### src/rtl/kot_pkg.sv
package kot_pkg;

  localparam int unsigned TableDepthDefault = 64;
  localparam int unsigned KeyW   = 32;
  localparam int unsigned ValueW = 32;
  localparam int unsigned PosW   = 6;
  localparam int unsigned CountW = 7;

  typedef enum logic [2:0] {
    CmdInsert = 3'd0,
    CmdFind   = 3'd1,
    CmdErase  = 3'd2,
    CmdRead   = 3'd3,
    CmdClear  = 3'd4
  } cmd_e;

  typedef enum logic [1:0] {
    StOk        = 2'd0,
    StNotFound  = 2'd1,
    StDuplicate = 2'd2,
    StFull      = 2'd3
  } status_e;

  typedef struct packed {
    status_e             status;
    logic [KeyW-1:0]     key;
    logic [ValueW-1:0]   value;
    logic [CountW-1:0]   count;
  } res_t;

endpackage

### src/rtl/kot_store.sv
module kot_store #(
  parameter int unsigned TABLE_DEPTH = kot_pkg::TableDepthDefault,
  localparam int unsigned IW = $clog2(TABLE_DEPTH)
) (
  input  logic                      clk_i,
  input  logic                      we_i,
  input  logic [IW-1:0]             waddr_i,
  input  logic [kot_pkg::KeyW-1:0]  wkey_i,
  input  logic [kot_pkg::ValueW-1:0] wval_i,
  input  logic [IW-1:0]             raddr_i,
  output logic [kot_pkg::KeyW-1:0]  rkey_o,
  output logic [kot_pkg::ValueW-1:0] rval_o
);

  logic [kot_pkg::KeyW-1:0]   key_mem [TABLE_DEPTH];
  logic [kot_pkg::ValueW-1:0] val_mem [TABLE_DEPTH];

  always_ff @(posedge clk_i) begin
    if (we_i) begin
      key_mem[waddr_i] <= wkey_i;
      val_mem[waddr_i] <= wval_i;
    end
  end

  always_ff @(posedge clk_i) begin
    rkey_o <= key_mem[raddr_i];
    rval_o <= val_mem[raddr_i];
  end

endmodule

### config.mk
export PLATFORM = sky130hd
export DESIGN_NAME = kot_store
export DESIGN_NICKNAME = d
export VERILOG_FILES = /design/src/rtl/kot_pkg.sv /design/src/rtl/kot_store.sv
export SDC_FILE = /design/constraint.sdc
export NUM_CORES = 2
export LEC_CHECK = 0
export BUFFER_PORTS_ARGS = -buffer_cell sky130_fd_sc_hd__clkbuf_2
export CAP_MARGIN = 20
export CORE_ASPECT_RATIO = 1.1
export CORE_MARGIN = 5
export CORE_UTILIZATION = 30
export CTS_CLUSTER_DIAMETER = 120
export DETAILED_ROUTE_END_ITERATION = 12
export HOLD_SLACK_MARGIN = 0.15
export PLACE_DENSITY_LB_ADDON = 0.25
export SLEW_MARGIN = 20
export SYNTH_ARGS = -nofsm -noshare
export SYNTH_HDL_FRONTEND = slang
export SYNTH_SLANG_ARGS = --single-unit
### constraint.sdc
create_clock -name clk_i -period 6.3 [get_ports clk_i]
set_input_delay 0 -clock clk_i [delete_from_list [all_inputs] [get_ports clk_i]]
set_output_delay 0 -clock clk_i [all_outputs]
set_load 0.01 [all_outputs]
# == After elaboration in Yosys (flattened, before gate mapping) ==
# Memory sizes are Yosys's and may differ from the RTL's. A register that Yosys moved wholly into a read port is not among the register bits.
# Cells that the tools add are included.
# totals
register_bits,0
mem_bits_rw,4096
out_inout_bits,64
mem_count,2
# memory_table
memory,words,width,read_ports,rd_ports_with_merged_regs,wr,line,rtl
key_mem,64,32,1,1,1,kot_store.sv:15,logic [kot_pkg::KeyW-1:0] key_mem [TABLE_DEPTH];
val_mem,64,32,1,1,1,kot_store.sv:16,logic [kot_pkg::ValueW-1:0] val_mem [TABLE_DEPTH];
# op_classes
mux,2
# ops
cell,count
two-way mux 1 bit,2

# == Logic depth before layout (Yosys ltp) ==
# depth
word_depth,2
mapped_depth,9
depth_no_buf,4

# == Worst setup path after synthesis ==
# Ideal clock, no wire load.
# synth_timing
kind,input to register
startpoint,input port waddr_i[4]
endpoint,memory key_mem[16][0] in the netlist's numbering (enable)
setup_time_ns,0.486
arrival_time_ns,3.510
path_slack_ns,2.304
path_stages,4
path_cell_list,clkbuf_1 > or3b_2 > clkbuf_1 > nor2_1
# synth_lines
element,line,rtl
"start, declared",kot_store.sv:7,"input logic [IW-1:0] waddr_i,"
"end, declared",kot_store.sv:15,
# No word-level cell before the write port.

==> impl_metrics.prom <==
# TYPE chip_impl_metric gauge
chip_impl_info{name="outcome",value="completed"} 1
chip_impl_metric{name="cp.required",unit="ns"} 7.24
chip_impl_metric{name="timing.final.max_slew_violations",unit=""} 0
chip_impl_metric{name="ant_nets",unit=""} 0
chip_impl_metric{name="die_w",unit="microns"} 697
chip_impl_metric{name="drt_drc_violations_left",unit=""} 0
chip_impl_metric{name="route.vias.total",unit=""} 75700
chip_impl_info{name="synth_top_area_cell",value="edfxtp_1"} 1
chip_impl_metric{name="final_layout_size_suffix_gt1_share",unit="%"} 28.8
chip_impl_metric{name="cts.htree.levels",unit=""} 5
chip_impl_metric{name="clkLatencyLatePin",unit="ns"} 1.02
chip_impl_info{name="ys_top_cells_by_area",value="edfxtp_1 (79%), mux4_2 (15%), a22oi_1 (1.2%), dfxtp_1 (0.82%), mux2i_1 (0.58%)"} 1
chip_impl_metric{name="routed_via_density",unit=""} 5.32
chip_impl_metric{name="synth_fp_nets",unit=""} 6583
chip_impl_metric{name="number_of_antenna_violations_at_the_first_check_in_global_routing",unit=""} 41
chip_impl_metric{name="grt_max_degree",unit=""} 100
chip_impl_info{name="cp_common_cell",value="dlygate4sd3_1"} 1
chip_impl_metric{name="port-buffer-count",unit=""} 141
chip_impl_metric{name="wire_per_inst",unit="microns"} 34.8
chip_impl_metric{name="globalRouteTotalUtil",unit="%"} 18.0
chip_impl_metric{name="synth.distinct_cells",unit=""} 30
chip_impl_metric{name="initial_utilization",unit="%"} 30.1
chip_impl_metric{name="irDropWorstVdd",unit="mV"} 0.234
chip_impl_info{name="hp-class",value="in -> reg"} 1
chip_impl_metric{name="clock_sinks",unit=""} 4160
chip_impl_metric{name="clk_pin_slew",unit="ns"} 0.06
chip_impl_info{name="worstSetupPathType",value="in -> reg"} 1
chip_impl_metric{name="synth_largest_type_area_fraction",unit="%"} 78.9
chip_impl_info{name="cts_tree",value="yes"} 1
chip_impl_metric{name="core_region_area",unit="sq mm"} 0.517
chip_impl_metric{name="synth_edf_count",unit=""} 4096
chip_impl_metric{name="hpwl",unit="mm"} 258
chip_impl_metric{name="worst-path-stages",unit=""} 9
chip_impl_metric{name="n_fill_cell",unit=""} 47300
chip_impl_metric{name="netlist_area",unit="sq mm"} 0.156
chip_impl_metric{name="async_reset_ff_share",unit="%"} 0
chip_impl_metric{name="ys_warn_count",unit=""} 0
chip_impl_metric{name="final_util",unit="%"} 35.1
chip_impl_metric{name="proportion_of_synthesized_chip_area_in_sequential_cells",unit="%"} 79.7
chip_impl_metric{name="finalHoldViolCount",unit=""} 0
chip_impl_metric{name="timing.max_cap.violations",unit=""} 0
chip_impl_metric{name="post_synth_and_or_nand_nor_area_fraction",unit="%"} 0.831
chip_impl_metric{name="cts_buffer_depth",unit=""} 4
chip_impl_metric{name="global_route.usage.met2",unit="%"} 31.0
chip_impl_metric{name="power_density",unit="mW/mm^2"} 325
chip_impl_metric{name="arrival",unit="ns"} 4.37
chip_impl_metric{name="timing.critical_path.slowest_cell_delay",unit="ns"} 0.93
chip_impl_metric{name="area_grow_syn2layout",unit="%"} 16.4
chip_impl_metric{name="finalCriticalPeriod",unit="ns"} 3.43
chip_impl_metric{name="p_leak",unit="nW"} 55.4
chip_impl_metric{name="first_pass_grt_wire_length",unit="mm"} 671
chip_impl_metric{name="worst-path-max-fanout",unit=""} 39
chip_impl_metric{name="floorplan.die.height",unit="microns"} 766
chip_impl_metric{name="syn_area_per_cell",unit="sq um"} 24.0
chip_impl_metric{name="tightestPinTransition",unit="ns"} 1.15
chip_impl_metric{name="final.period_utilization",unit="%"} 54.4
chip_impl_metric{name="top_level_ports",unit=""} 142
chip_impl_metric{name="dieArea",unit="sq mm"} 0.534
chip_impl_metric{name="final.setup_skew",unit="ns"} 0.0635
chip_impl_info{name="clockRootBuffer",value="clkbuf_16"} 1
chip_impl_info{name="ys.flop_type",value="edfxtp_1"} 1
chip_impl_metric{name="grt_pass1_vias",unit=""} 77400
chip_impl_metric{name="tritoncts.num_buffers",unit=""} 416
chip_impl_metric{name="floorplan.rows",unit=""} 277
chip_impl_info{name="rsz0062_at_grt",value="no"} 1
chip_impl_metric{name="post_cts.resized_instances",unit=""} 0
chip_impl_metric{name="portion_of_netlist_area_occupied_by_mux_cells",unit="%"} 15.4
chip_impl_metric{name="synth_compound_area_share",unit="%"} 2.80
chip_impl_info{name="cp_top_family",value="buffers and inverters"} 1
chip_impl_metric{name="critPathBufInv",unit=""} 5
chip_impl_metric{name="routabilityCongestion",unit=""} 0.745
chip_impl_metric{name="max-slew-margin-rel",unit="%"} 23.0
chip_impl_info{name="grt_busiest_layer",value="met2"} 1
chip_impl_metric{name="grt_remaining_overflow",unit=""} 0
chip_impl_metric{name="worst_hold_path.num_cells",unit=""} 2
chip_impl_metric{name="drt_iter0_drc",unit=""} 9360
chip_impl_metric{name="postSynthRegisterBits",unit=""} 4160
chip_impl_metric{name="rr_worst_depth",unit=""} 6
chip_impl_metric{name="post_synth_inst_count",unit=""} 6505
chip_impl_metric{name="synthXorXnorAreaFrac",unit="%"} 0
chip_impl_metric{name="drt_pre_antenna_iters",unit=""} 5
chip_impl_metric{name="finalNetCount",unit=""} 7093
chip_impl_metric{name="adder_and_majority_cell_fraction_of_the_synthesized_area",unit="%"} 0
chip_impl_metric{name="wl",unit="mm"} 495
chip_impl_metric{name="fmaxAchievable",unit="MHz"} 292
chip_impl_metric{name="tns",unit="ns"} 0
chip_impl_info{name="critical_path.endpoint_type",value="flip-flop"} 1
chip_impl_metric{name="cts_setup_buffers",unit=""} 0
chip_impl_metric{name="met3_usage",unit="%"} 2.88
chip_impl_info{name="cpMaxStageDelayCell",value="nand2b_4"} 1
chip_impl_metric{name="final-setup-viol-count",unit=""} 0
chip_impl_info{name="synth_top_family_by_area",value="multiplexers"} 1
chip_impl_info{name="start_kind",value="primary input"} 1
chip_impl_metric{name="grtUsageMet1",unit="%"} 23.7
chip_impl_info{name="crit_chain",value="dlygate4sd3_1 -> buf_8 -> nand2b_4 -> buf_4 -> o221ai_1 -> dlygate4sd3_1 -> a21oi_1 -> o211a_1 -> dlygate4sd3_1"} 1
## layout make-up
type | instances | area (sq um) | share of cell area (%)
Sequential cell | 4160 | 124000 | 68.5
Multi-Input combinational cell | 1967 | 30200 | 16.6
Clock buffer | 504 | 11000 | 6.07
Tap cell | 6835 | 8550 | 4.71
Timing Repair Buffer | 469 | 4300 | 2.37
Clock inverter | 269 | 3040 | 1.68
Antenna cell | 10 | 25.0 | 0.0138
Inverter | 1 | 3.75 | 0.00207
## report_power, final
group | total (mW) | switching (mW) | leakage [nW] | internal (mW)
clock | 25.4 | 10.8 | 6.86 | 14.6
combinational | 2.80 | 1.82 | 11.2 | 0.984
sequential | 30.8 | 0.141 | 37.4 | 30.6
## worst register-to-register path, cell delays in order, from the launching register on
cell,delay (ns)
edfxtp_1,0.35
mux4_2,0.51
o221ai_1,0.19
dlygate4sd3_1,0.59
a21oi_1,0.04
o211a_1,0.23
dlygate4sd3_1,0.54
## cell usage in the layout, fill, tap and decap left out, types with 7 or more instances in the layout
| master | synthesis | routed |
|---|---|---|
| clkbuf_8 | 0 | 24 |
| dfxtp_1 | 64 | 64 |
| clkinv_16 | 0 | 12 |
| clkinv_2 | 0 | 95 |
| inv_6 | 0 | 9 |
| clkinv_1 | 0 | 73 |
| o22ai_1 | 102 | 102 |
| a211oi_1 | 63 | 63 |
| clkinv_8 | 0 | 7 |
| mux2i_1 | 90 | 90 |
| dlygate4sd3_1 | 0 | 90 |
| a22oi_1 | 256 | 256 |
| a21oi_1 | 25 | 25 |
| clkbuf_16 | 0 | 417 |
| nor2_4 | 0 | 67 |
| o211a_1 | 64 | 64 |
| clkinvlp_4 | 0 | 16 |
| buf_12 | 0 | 61 |
| mux4_2 | 1024 | 1024 |
| diode_2 | 0 | 10 |
| edfxtp_1 | 4096 | 4096 |
| bufinv_16 | 0 | 51 |
| o221ai_1 | 64 | 64 |
| buf_4 | 50 | 184 |
| buf_2 | 136 | 18 |
| clkbuf_2 | 1 | 106 |
| clkbuf_1 | 140 | 63 |
| nor2_1 | 110 | 43 |
| nand3_1 | 133 | 133 |
## logic make-up after synthesis
logic type / count (synthesis)
muxes: 1114
DFF: 4160
and+or+nand+nor: 278
AOI/OAI and AO/OA: 575
buffers and inverters: 378
## worst paths after layout
path	startpoint	slack [ns]	end
setup / recovery	raddr_i[1]	2.87	rkey_o[0]$_DFF_P_
hold / removal	wval_i[27]	0.14	val_mem[56][27]$_DFFE_PP_
setup reg to reg	key_mem[63][0]$_DFFE_PP_	3.74	rkey_o[0]$_DFF_P_
hold reg to reg	key_mem[22][12]$_DFFE_PP_	0.83	rkey_o[12]$_DFF_P_
## flip-flops by register name, summed over array words and instances (netlist names)
register	flops
rkey_o	32
rval_o	32
key_mem	2048
val_mem	2048
## per-layer routing
metal	vias up	part of all wire (%)
met4	6	2.6
met2	3156	51
met3	597	6.7
met1	42600	40
li1	29300	-
met5	-	0.0069
## timing repair
item                                    4_1_cts  5_1_grt
endpoints found under the setup margin        0        0
endpoints found under the hold margin      4287       80
hold buffers                                 85        5
## metrics by stage
step	cells	worst slack (ns)	area, sq um	hold slack [ns]	power [mW]
finish	14200	2.87	181000	0.144	59.0
global route	14200	2.82	181000	0.150	60.8
CTS	14200	3.00	181000	0.156	59.6
detailed placement	13300	2.83	166000	0.399	34.2
global placement	13300	2.68	166000	0.393	34.1
floorplan	6505	2.30	156000	0.0989	32.7
## cells in the mapped netlist, types with 3 or more instances
cell type  count
clkbuf_1     140
a22oi_1      256
nor2_1       110
o22ai_1      102
and2_1         3
mux2i_1       90
buf_1         29
nand2b_1       4
dfxtp_1       64
a211oi_1      63
or3_1          3
nand2_1        7
nand3b_1       4
buf_2        136
nor2b_1        7
a21oi_1       25
buf_6         21
o211a_1       64
nand3_1      133
buf_4         50
mux4_2      1024
o221ai_1      64
edfxtp_1    4096
Power figures use the tool's default switching activity.
