$ cat src/rtl/kot_pkg.sv
package kot_pkg;

  localparam int unsigned TableDepthDefault = 64;
  localparam int unsigned KeyW   = 32;
  localparam int unsigned ValueW = 32;
  localparam int unsigned PosW   = 6;
  localparam int unsigned CountW = 7;

  typedef enum logic [2:0] {
    CmdInsert = 3'd0,
    CmdFind   = 3'd1,
    CmdErase  = 3'd2,
    CmdRead   = 3'd3,
    CmdClear  = 3'd4
  } cmd_e;

  typedef enum logic [1:0] {
    StOk        = 2'd0,
    StNotFound  = 2'd1,
    StDuplicate = 2'd2,
    StFull      = 2'd3
  } status_e;

  typedef struct packed {
    status_e             status;
    logic [KeyW-1:0]     key;
    logic [ValueW-1:0]   value;
    logic [CountW-1:0]   count;
  } res_t;

endpackage

$ cat src/rtl/kot_seq.sv
module kot_seq #(
  parameter int unsigned TABLE_DEPTH = kot_pkg::TableDepthDefault,
  localparam int unsigned IW = $clog2(TABLE_DEPTH),
  localparam int unsigned CW = $clog2(TABLE_DEPTH + 1),
  localparam int unsigned SW = $clog2(TABLE_DEPTH + 2),
  localparam int unsigned PW = (CW > kot_pkg::PosW) ? CW : kot_pkg::PosW
) (
  input  logic                        clk_i,
  input  logic                        rst_ni,
  input  logic                        in_valid_i,
  output logic                        in_ready_o,
  input  logic [2:0]                  command_i,
  input  logic [kot_pkg::KeyW-1:0]    key_i,
  input  logic [kot_pkg::ValueW-1:0]  value_i,
  input  logic [kot_pkg::PosW-1:0]    position_i,
  output logic                        res_valid_o,
  input  logic                        res_ready_i,
  output kot_pkg::res_t               res_o,
  output logic                        we_o,
  output logic [IW-1:0]               waddr_o,
  output logic [kot_pkg::KeyW-1:0]    wkey_o,
  output logic [kot_pkg::ValueW-1:0]  wval_o,
  output logic [IW-1:0]               raddr_o,
  input  logic [kot_pkg::KeyW-1:0]    rkey_i,
  input  logic [kot_pkg::ValueW-1:0]  rval_i
);

  typedef enum logic [4:0] {
    SIdle  = 5'b00001,
    SSrch  = 5'b00010,
    SShift = 5'b00100,
    SRead  = 5'b01000,
    SResp  = 5'b10000
  } state_e;

  state_e state_q, state_d;
  logic [SW-1:0] idx_q, idx_d;
  logic          pend_q, pend_d;
  logic [CW-1:0] count_q, count_d;

  logic [2:0]                 cmd_q;
  logic [kot_pkg::KeyW-1:0]   key_q;
  logic [kot_pkg::ValueW-1:0] val_q;

  kot_pkg::status_e           status_q, status_d;
  logic [kot_pkg::KeyW-1:0]   okey_q, okey_d;
  logic [kot_pkg::ValueW-1:0] oval_q, oval_d;

  logic issue;
  logic hit;

  assign issue = idx_q < SW'(count_q);
  assign hit   = pend_q && (rkey_i == key_q);

  always_comb begin
    state_d     = state_q;
    idx_d       = idx_q;
    pend_d      = 1'b0;
    count_d     = count_q;
    status_d    = status_q;
    okey_d      = okey_q;
    oval_d      = oval_q;
    we_o        = 1'b0;
    waddr_o     = IW'(count_q);
    wkey_o      = key_q;
    wval_o      = val_q;
    raddr_o     = IW'(idx_q);
    in_ready_o  = 1'b0;
    res_valid_o = 1'b0;

    case (state_q)
      SIdle: begin
        in_ready_o = 1'b1;
        if (in_valid_i) begin
          idx_d    = '0;
          status_d = kot_pkg::StOk;
          okey_d   = '0;
          oval_d   = '0;
          case (command_i)
            kot_pkg::CmdInsert, kot_pkg::CmdFind, kot_pkg::CmdErase: begin
              state_d = SSrch;
            end
            kot_pkg::CmdRead: begin
              raddr_o = IW'(position_i);
              if (PW'(position_i) < PW'(count_q)) begin
                state_d = SRead;
              end else begin
                status_d = kot_pkg::StNotFound;
                state_d  = SResp;
              end
            end
            kot_pkg::CmdClear: begin
              count_d = '0;
              state_d = SResp;
            end
            default: begin
              status_d = kot_pkg::StNotFound;
              state_d  = SResp;
            end
          endcase
        end
      end

      SSrch: begin
        if (hit) begin
          state_d = SResp;
          case (cmd_q)
            kot_pkg::CmdInsert: status_d = kot_pkg::StDuplicate;
            kot_pkg::CmdFind:   oval_d   = rval_i;
            kot_pkg::CmdErase: begin
              // idx_q already points one past the matching slot
              state_d = SShift;
            end
            default: status_d = kot_pkg::StNotFound;
          endcase
        end else if (!pend_q && !issue) begin
          state_d = SResp;
          if (cmd_q == kot_pkg::CmdInsert) begin
            if (SW'(count_q) >= SW'(TABLE_DEPTH)) begin
              status_d = kot_pkg::StFull;
            end else begin
              we_o    = 1'b1;
              count_d = CW'(count_q + 1'b1);
            end
          end else begin
            status_d = kot_pkg::StNotFound;
          end
        end else begin
          pend_d = issue;
          idx_d  = SW'(idx_q + 1'b1);
        end
      end

      SShift: begin
        // move the entry read last cycle down by one slot
        if (pend_q) begin
          we_o    = 1'b1;
          waddr_o = IW'(idx_q - SW'(2));
          wkey_o  = rkey_i;
          wval_o  = rval_i;
        end
        if (!pend_q && !issue) begin
          count_d = CW'(count_q - 1'b1);
          state_d = SResp;
        end else begin
          pend_d = issue;
          idx_d  = SW'(idx_q + 1'b1);
        end
      end

      SRead: begin
        okey_d  = rkey_i;
        oval_d  = rval_i;
        state_d = SResp;
      end

      SResp: begin
        res_valid_o = 1'b1;
        if (res_ready_i) begin
          state_d = SIdle;
        end
      end

      default: state_d = SIdle;
    endcase
  end

  always_comb begin
    res_o.status = status_q;
    res_o.key    = okey_q;
    res_o.value  = oval_q;
    res_o.count  = kot_pkg::CountW'(count_q);
  end

  always_ff @(posedge clk_i or negedge rst_ni) begin
    if (!rst_ni) begin
      state_q <= SIdle;
      idx_q   <= '0;
      pend_q  <= 1'b0;
      count_q <= '0;
    end else begin
      state_q <= state_d;
      idx_q   <= idx_d;
      pend_q  <= pend_d;
      count_q <= count_d;
    end
  end

  always_ff @(posedge clk_i) begin
    if (state_q == SIdle && in_valid_i) begin
      cmd_q <= command_i;
      key_q <= key_i;
      val_q <= value_i;
    end
    status_q <= status_d;
    okey_q   <= okey_d;
    oval_q   <= oval_d;
  end

endmodule

$ cat config.mk
export PLATFORM = sky130hd
export DESIGN_NAME = kot_seq
export DESIGN_NICKNAME = d
export VERILOG_FILES = /design/src/rtl/kot_pkg.sv /design/src/rtl/kot_seq.sv
export SDC_FILE = /design/constraint.sdc
export NUM_CORES = 1
export LEC_CHECK = 0
export ABC_CLOCK_PERIOD_IN_PS = 6850
export BUFFER_PORTS_ARGS = -buffer_cell sky130_fd_sc_hd__buf_2
export CAP_MARGIN = 0
export CORE_ASPECT_RATIO = 1.2
export CORE_MARGIN = 5
export CORE_UTILIZATION = 35
export CTS_CLUSTER_DIAMETER = 80
export CTS_CLUSTER_SIZE = 40
export DETAILED_ROUTE_END_ITERATION = 10
export PLACE_DENSITY = 0.7
export SYNTH_ARGS = -nofsm -noshare
export SYNTH_HDL_FRONTEND = slang
export SYNTH_SLANG_ARGS = --single-unit
$ cat constraint.sdc
create_clock -name clk_i -period 6.85 [get_ports clk_i]
set_clock_uncertainty 0.1 [all_clocks]
set_input_delay 0.3425 -clock clk_i [delete_from_list [all_inputs] [get_ports clk_i]]
set_output_delay 0.3425 -clock clk_i [all_outputs]
set_load 0.02 [all_outputs]
# == Word level (Yosys, flattened, before mapping) ==
# Index checks and enable logic that the tools add are counted.
# totals
reg_bits,153
latch_bits,0
ram_bits,0
mem_bits_ro,0
inputBits,141
output_inout_bits,152
elab_cells,116
n_memories,0
# classes
n_addsub,4
multipliers,0
div,0
magnitude_cmp,3
eq_ne,25
n_shift,0
mux,54
n_bitwise,0
n_reduce_logical,20
# op_table
cell,count
32-bit 2-to-1 mux,7
32-bit one-hot mux with 3 select lines,1
7-bit 2-to-1 mux,10
32-bit one-hot mux with 2 select lines,1
7-bit one-hot mux with 3 select lines,2
32-bit == test,1
5-bit 2-to-1 mux,6
6-bit 2-to-1 mux,5
5-bit one-hot mux with 5 select lines,1
"2-bit != test, second input constant",8
"7-bit by 1-bit adder with 7-bit output, second input constant",2
1-bit 2-to-1 mux,10
2-bit 2-to-1 mux,5
5-bit one-hot mux with 2 select lines,1
"3-bit by 2-bit == test with 1-bit output, second input constant",3
2-bit one-hot mux with 2 select lines,2
8-bit AND reduction,1
"7-bit >= comparator, second input constant",1
6-bit by 7-bit < comparator with 1-bit output,1
7-bit < comparator,1
"7-bit by 1-bit subtractor with 7-bit output, second input constant",1
"3-bit by 1-bit == test with 1-bit output, second input constant",2
3-bit zero test,2
"3-bit != test, second input constant",2
other kinds (21),30

# == Logic depth before layout (Yosys ltp) ==
# depth
depth_word,6
ltp_mapped,11
ltp_nobuf,10

# == Worst setup path after synthesis ==
# No wires, ideal clock.
# synth_path
kind,flip-flop to flip-flop
startpoint,register key_q[25] in the netlist's numbering
endpoint,register oval_q[0] in the netlist's numbering (enable)
setup_time_ns,0.480
t_arrival_ns,4.521
t_required_ns,6.270
setup_slack_ns,1.748
stages_incl_launch_ff,7
path_buffers,0
synth_period_minus_slack_ns,5.102
cell_sequence,edfxtp_1 xor2_1 or4_1 or4_4 nor4_4 a31oi_1 a311oi_1
# synth_via
elab_chain_cells,4
# synth_lines
item,line,source
from (decl),kot_seq.sv:42,logic [kot_pkg::KeyW-1:0] key_q;
from (signal assigned),kot_seq.sv:192,key_q <= key_i;
32-bit == test,kot_seq.sv:53,assign hit = pend_q && (rkey_i == key_q);
1-bit logical AND,kot_seq.sv:53,
2-bit != test (no source line),n/a,
4-bit AND reduction (no source line),n/a,
to (signal assigned),kot_seq.sv:197,oval_q <= oval_d;
to (decl),kot_seq.sv:47,"logic [kot_pkg::ValueW-1:0] oval_q, oval_d;"
# No other way between the ends.
# A chain may end at the register's enable or synchronous reset.

# == Final worst setup path ==
# layout_path
startpoint,register key_q[25] in the netlist's numbering
endpoint,register oval_q[2] in the netlist's numbering (enable)
# Same word-level chain as after synthesis.

==> impl_metrics.csv <==
group,metric,value,unit
final_layout,num-fill-cells,1844,
power,power_density,339,nW/µm²
yosys,synth.lib_cells_used.distinct,55,
timing,whs,0.0232,ns
final_layout,regArea,4500,µm²
power,p_leak,4.45,nW
run,max_cap_violations,0,
yosys,synthCells,552,
floorplanning,die_height,170,µm
worst_setup_path,cp_slowest_stage_delay,0.58,ns
clocking,clock_path_buffers,2,
yosys,async_reset_ff_share,13.1,%
timing,tns,0,ns
floorplanning,initial_core_util,35.6,%
power,fin_total_pwr,0.00355,W
power,netSwitchingFraction,36.2,%
final_layout,post_route_cells_drive_above_1_share,44.8,%
yosys,synth_seq_cells,153,
drt,wire_per_inst,18.2,µm
drt,drcViolationCount,0,
timing,timing.final.hold_violations,0,
final_layout,layout.core_utilization,49.9,%
clocking,numCtsBuffers,17,
power,power_report.internal_total,0.00226,W
timing,fmax_achieved,0.293,GHz
power,p_switching,0.00128,W
timing,setup_viol,0,
yosys,ys_dominant_reg_cell,"edfxtp_1",
placed_design,gpl.final_weighted_congestion,0.807,
yosys,synthesis.yosys.warnings,0,
drt,antenna_left,0,
placed_design,post_dp_cell_area,9290,µm²
worst_setup_path,timing.critical_path.arrival,3.38,ns
final_layout,finalInstanceArea,10500,µm²
floorplanning,floorplan.die_area,24400,µm²
drt,total_routed_wirelength,21700,µm
drt,drt-vias-per-instance,4.84,
power,share_clk_of_total_power,25.6,%
clocking,cts_root_buf,"clkbuf_16",
yosys,fraction_of_the_yosys_area_taken_by_sequential_cells,60.2,%
clocking,htree_num_levels,4,
power,irDropWorstVdd,184,µV
worst_setup_path,worst_path_max_delay_cell,"or4_1",
yosys,area_share_of_the_leading_cell_type_in_the_synthesized_netlist,53.5,%
timing,timing_worst_slew_pin_value,1.08,ns
power,p_comb_share,32.9,%
timing,grt_setup_unrepaired,"false",
drt,drtPass1Iterations,4,
yosys,synth.largest_area_cell,"edfxtp_1",
worst_setup_path,timing.critical_path.required,6.81,ns
worst_setup_path,cp_max_fo,32,
grt,met1_usage,20.3,%
floorplanning,core-area,21000,µm²
grt,maximum_number_of_pins_on_one_net_before_global_route_repair,76,
worst_setup_path,startpoint_type,"flop",
worst_setup_path,critical_path.n_buffers_inverters,1,
timing,fin_crit_sh,49.9,%
grt,grt_antenna_before_repair,0,
clocking,clk_latency,0.41,ns
status,status,"completed",
floorplanning,io_pins,293,
final_layout,layout_nets,1073,
drt,drt_first_iter_violations,297,
floorplanning,die-width,143,µm
timing,slew_viol_final,0,
yosys,synth_edf_count,133,
grt,met2_usage,30.6,%
yosys,syn_avg_cell_area,13.5,µm²
clocking,cts_tree,"done",
clocking,clkSlewWorstSetupHoldPaths,0.06,ns
grt,grt_overflow,0,
placed_design,dpl_wire_length,15800,µm
timing,timing.max_slew.rel_slack,28.3,%
final_layout,antenna_diodes,0,
grt,top_usage_layer,"met2",
floorplanning,std_cell_rows,58,
drt,via_count,5776,
worst_setup_path,crit_type,"reg2reg",
min_path,hp-class,"in2reg",
yosys,synth.top_cells.by_count,"edfxtp_1 (133), mux2_2 (69), and2_1 (65)",
yosys,syn-cell-area,7460,µm²
yosys,yosys-top-cells-area,"edfxtp_1 (54%), mux2_2 (10%), dfrtp_1 (6.4%), and2_1 (5.4%), ha_1 (3.2%)",
worst_setup_path,critPathCaptureType,"flop",
yosys,most_numerous_cell_in_the_yosys_netlist,"edfxtp_1",
clocking,clock_sinks,153,
power,seqPwrFrac,41.5,%
final_layout,multi_input_comb_area,2880,µm²
clocking,number_of_resized_instances_in_the_post_cts_repair_step,0,
worst_setup_path,path_cells,"xor2_1, or4_1, or4_4, nor4_4, a31oi_1, a311oi_4, buf_4",
yosys,synthesis.nets,713,
timing,min_period,3.42,ns
grt,first_global_vias,5935,
final_layout,area.growth.synth_to_final,40.2,%
grt,groute.usage.overall,17.1,%
worst_setup_path,critical-path-top-delay-family,"simple AND/OR/NAND/NOR gates",
grt,grt_util_met3,3.63,%
grt,grt_first_pass_wirelength,32200,µm
placed_design,number_of_i_o_port_buffers,292,
[worst register-to-register path: cells and delay by family, from the launching register on]
kind	cells	cell delay (ns)
compound gates	2	0.47
simple gates	3	1.50
buf+inv	1	0.41
xor+xnor	1	0.17
flops	1	0.39
[cell families after synthesis]
family	after synthesis	synth area share [%]
mux	75	11.2
simple gates	167	13.2
fa+ha+maj	20	3.45
buf+inv	35	1.76
xor+xnor	41	4.81
flops	153	60.2
compound gates	61	5.33
[timing repair]
action,in CTS,in global routing
hold buffers,60,1
hold endpoints to repair,78,1
setup buffers,0,0
[sequential cells by signal, summed over array words and instances (netlist names)]
name / flops
pend_q: 1
status_q: 2
cmd_q: 3
state_q: 5
okey_q: 32
key_q: 32
oval_q: 32
idx_q: 7
val_q: 32
count_q: 7
[routing by layer]
metal | vias up | share of wire, %
met4 | 0 | 2.8
met2 | 215 | 52
met1 | 2756 | 39
met5 | - | 0
li1 | 2770 | -
met3 | 35 | 6.3
[cells in the final DEF, fill, tap and decap left out, types with 16 or more instances in the layout]
cell type	instances
clkbuf_16	17
inv_1	16
edfxtp_1	133
and2_1	65
xor2_1	17
nand2_1	25
dlygate4sd3_1	61
ha_1	19
buf_2	292
nor2_1	21
dfrtp_1	19
xnor2_1	24
a21oi_1	16
mux2_2	69
[per-stage QoR]
| stage | setup slack [ns] | std cells |
|---|---|---|
| global placement | 3.35 | 1102 |
| floorplan | 1.75 | 552 |
| global route | 3.25 | 1194 |
| CTS | 3.36 | 1193 |
| finish | 3.43 | 1194 |
| detailed placement | 3.30 | 1102 |
[power groups by stage]
| stage | registers (W) | clock network (W) | logic (W) |
|---|---|---|---|
| CTS | 0.00147 | 0.000928 | 0.00118 |
| detailed placement | 0.00149 | 0 | 0.00115 |
| finish | 0.00147 | 0.000908 | 0.00117 |
| global placement | 0.00148 | 0 | 0.00114 |
| floorplan | 0.00169 | 0 | 0.000492 |
| global route | 0.00149 | 0.000969 | 0.00124 |
[final cells by class]
cell class	instances	area share [%]
Clock buffer	18	4.10
Clock inverter	13	1.30
Inverter	17	0.610
Multi-Input combinational cell	364	27.5
Sequential cell	153	43.0
Tap cell	270	3.23
Timing Repair Buffer	359	20.2
[final timing paths]
path | slack, ns | depth (start not counted) | to | startpoint
max in group asynchronous | 5.99 | 2 | state_q[0] | rst_ni
worst min register to register | 0.46 | 1 | count_q[5] | count_q[5]
worst max-delay path | 3.43 | 7 | oval_q[2] | key_q[25]
worst min-delay path | 0.02 | 1 | val_q[4] | value_i[4]
min in group asynchronous | 0.31 | 2 | count_q[2] | rst_ni
worst max register to register | 3.43 | 7 | oval_q[2] | key_q[25]
(Power assumes the default switching activity.)
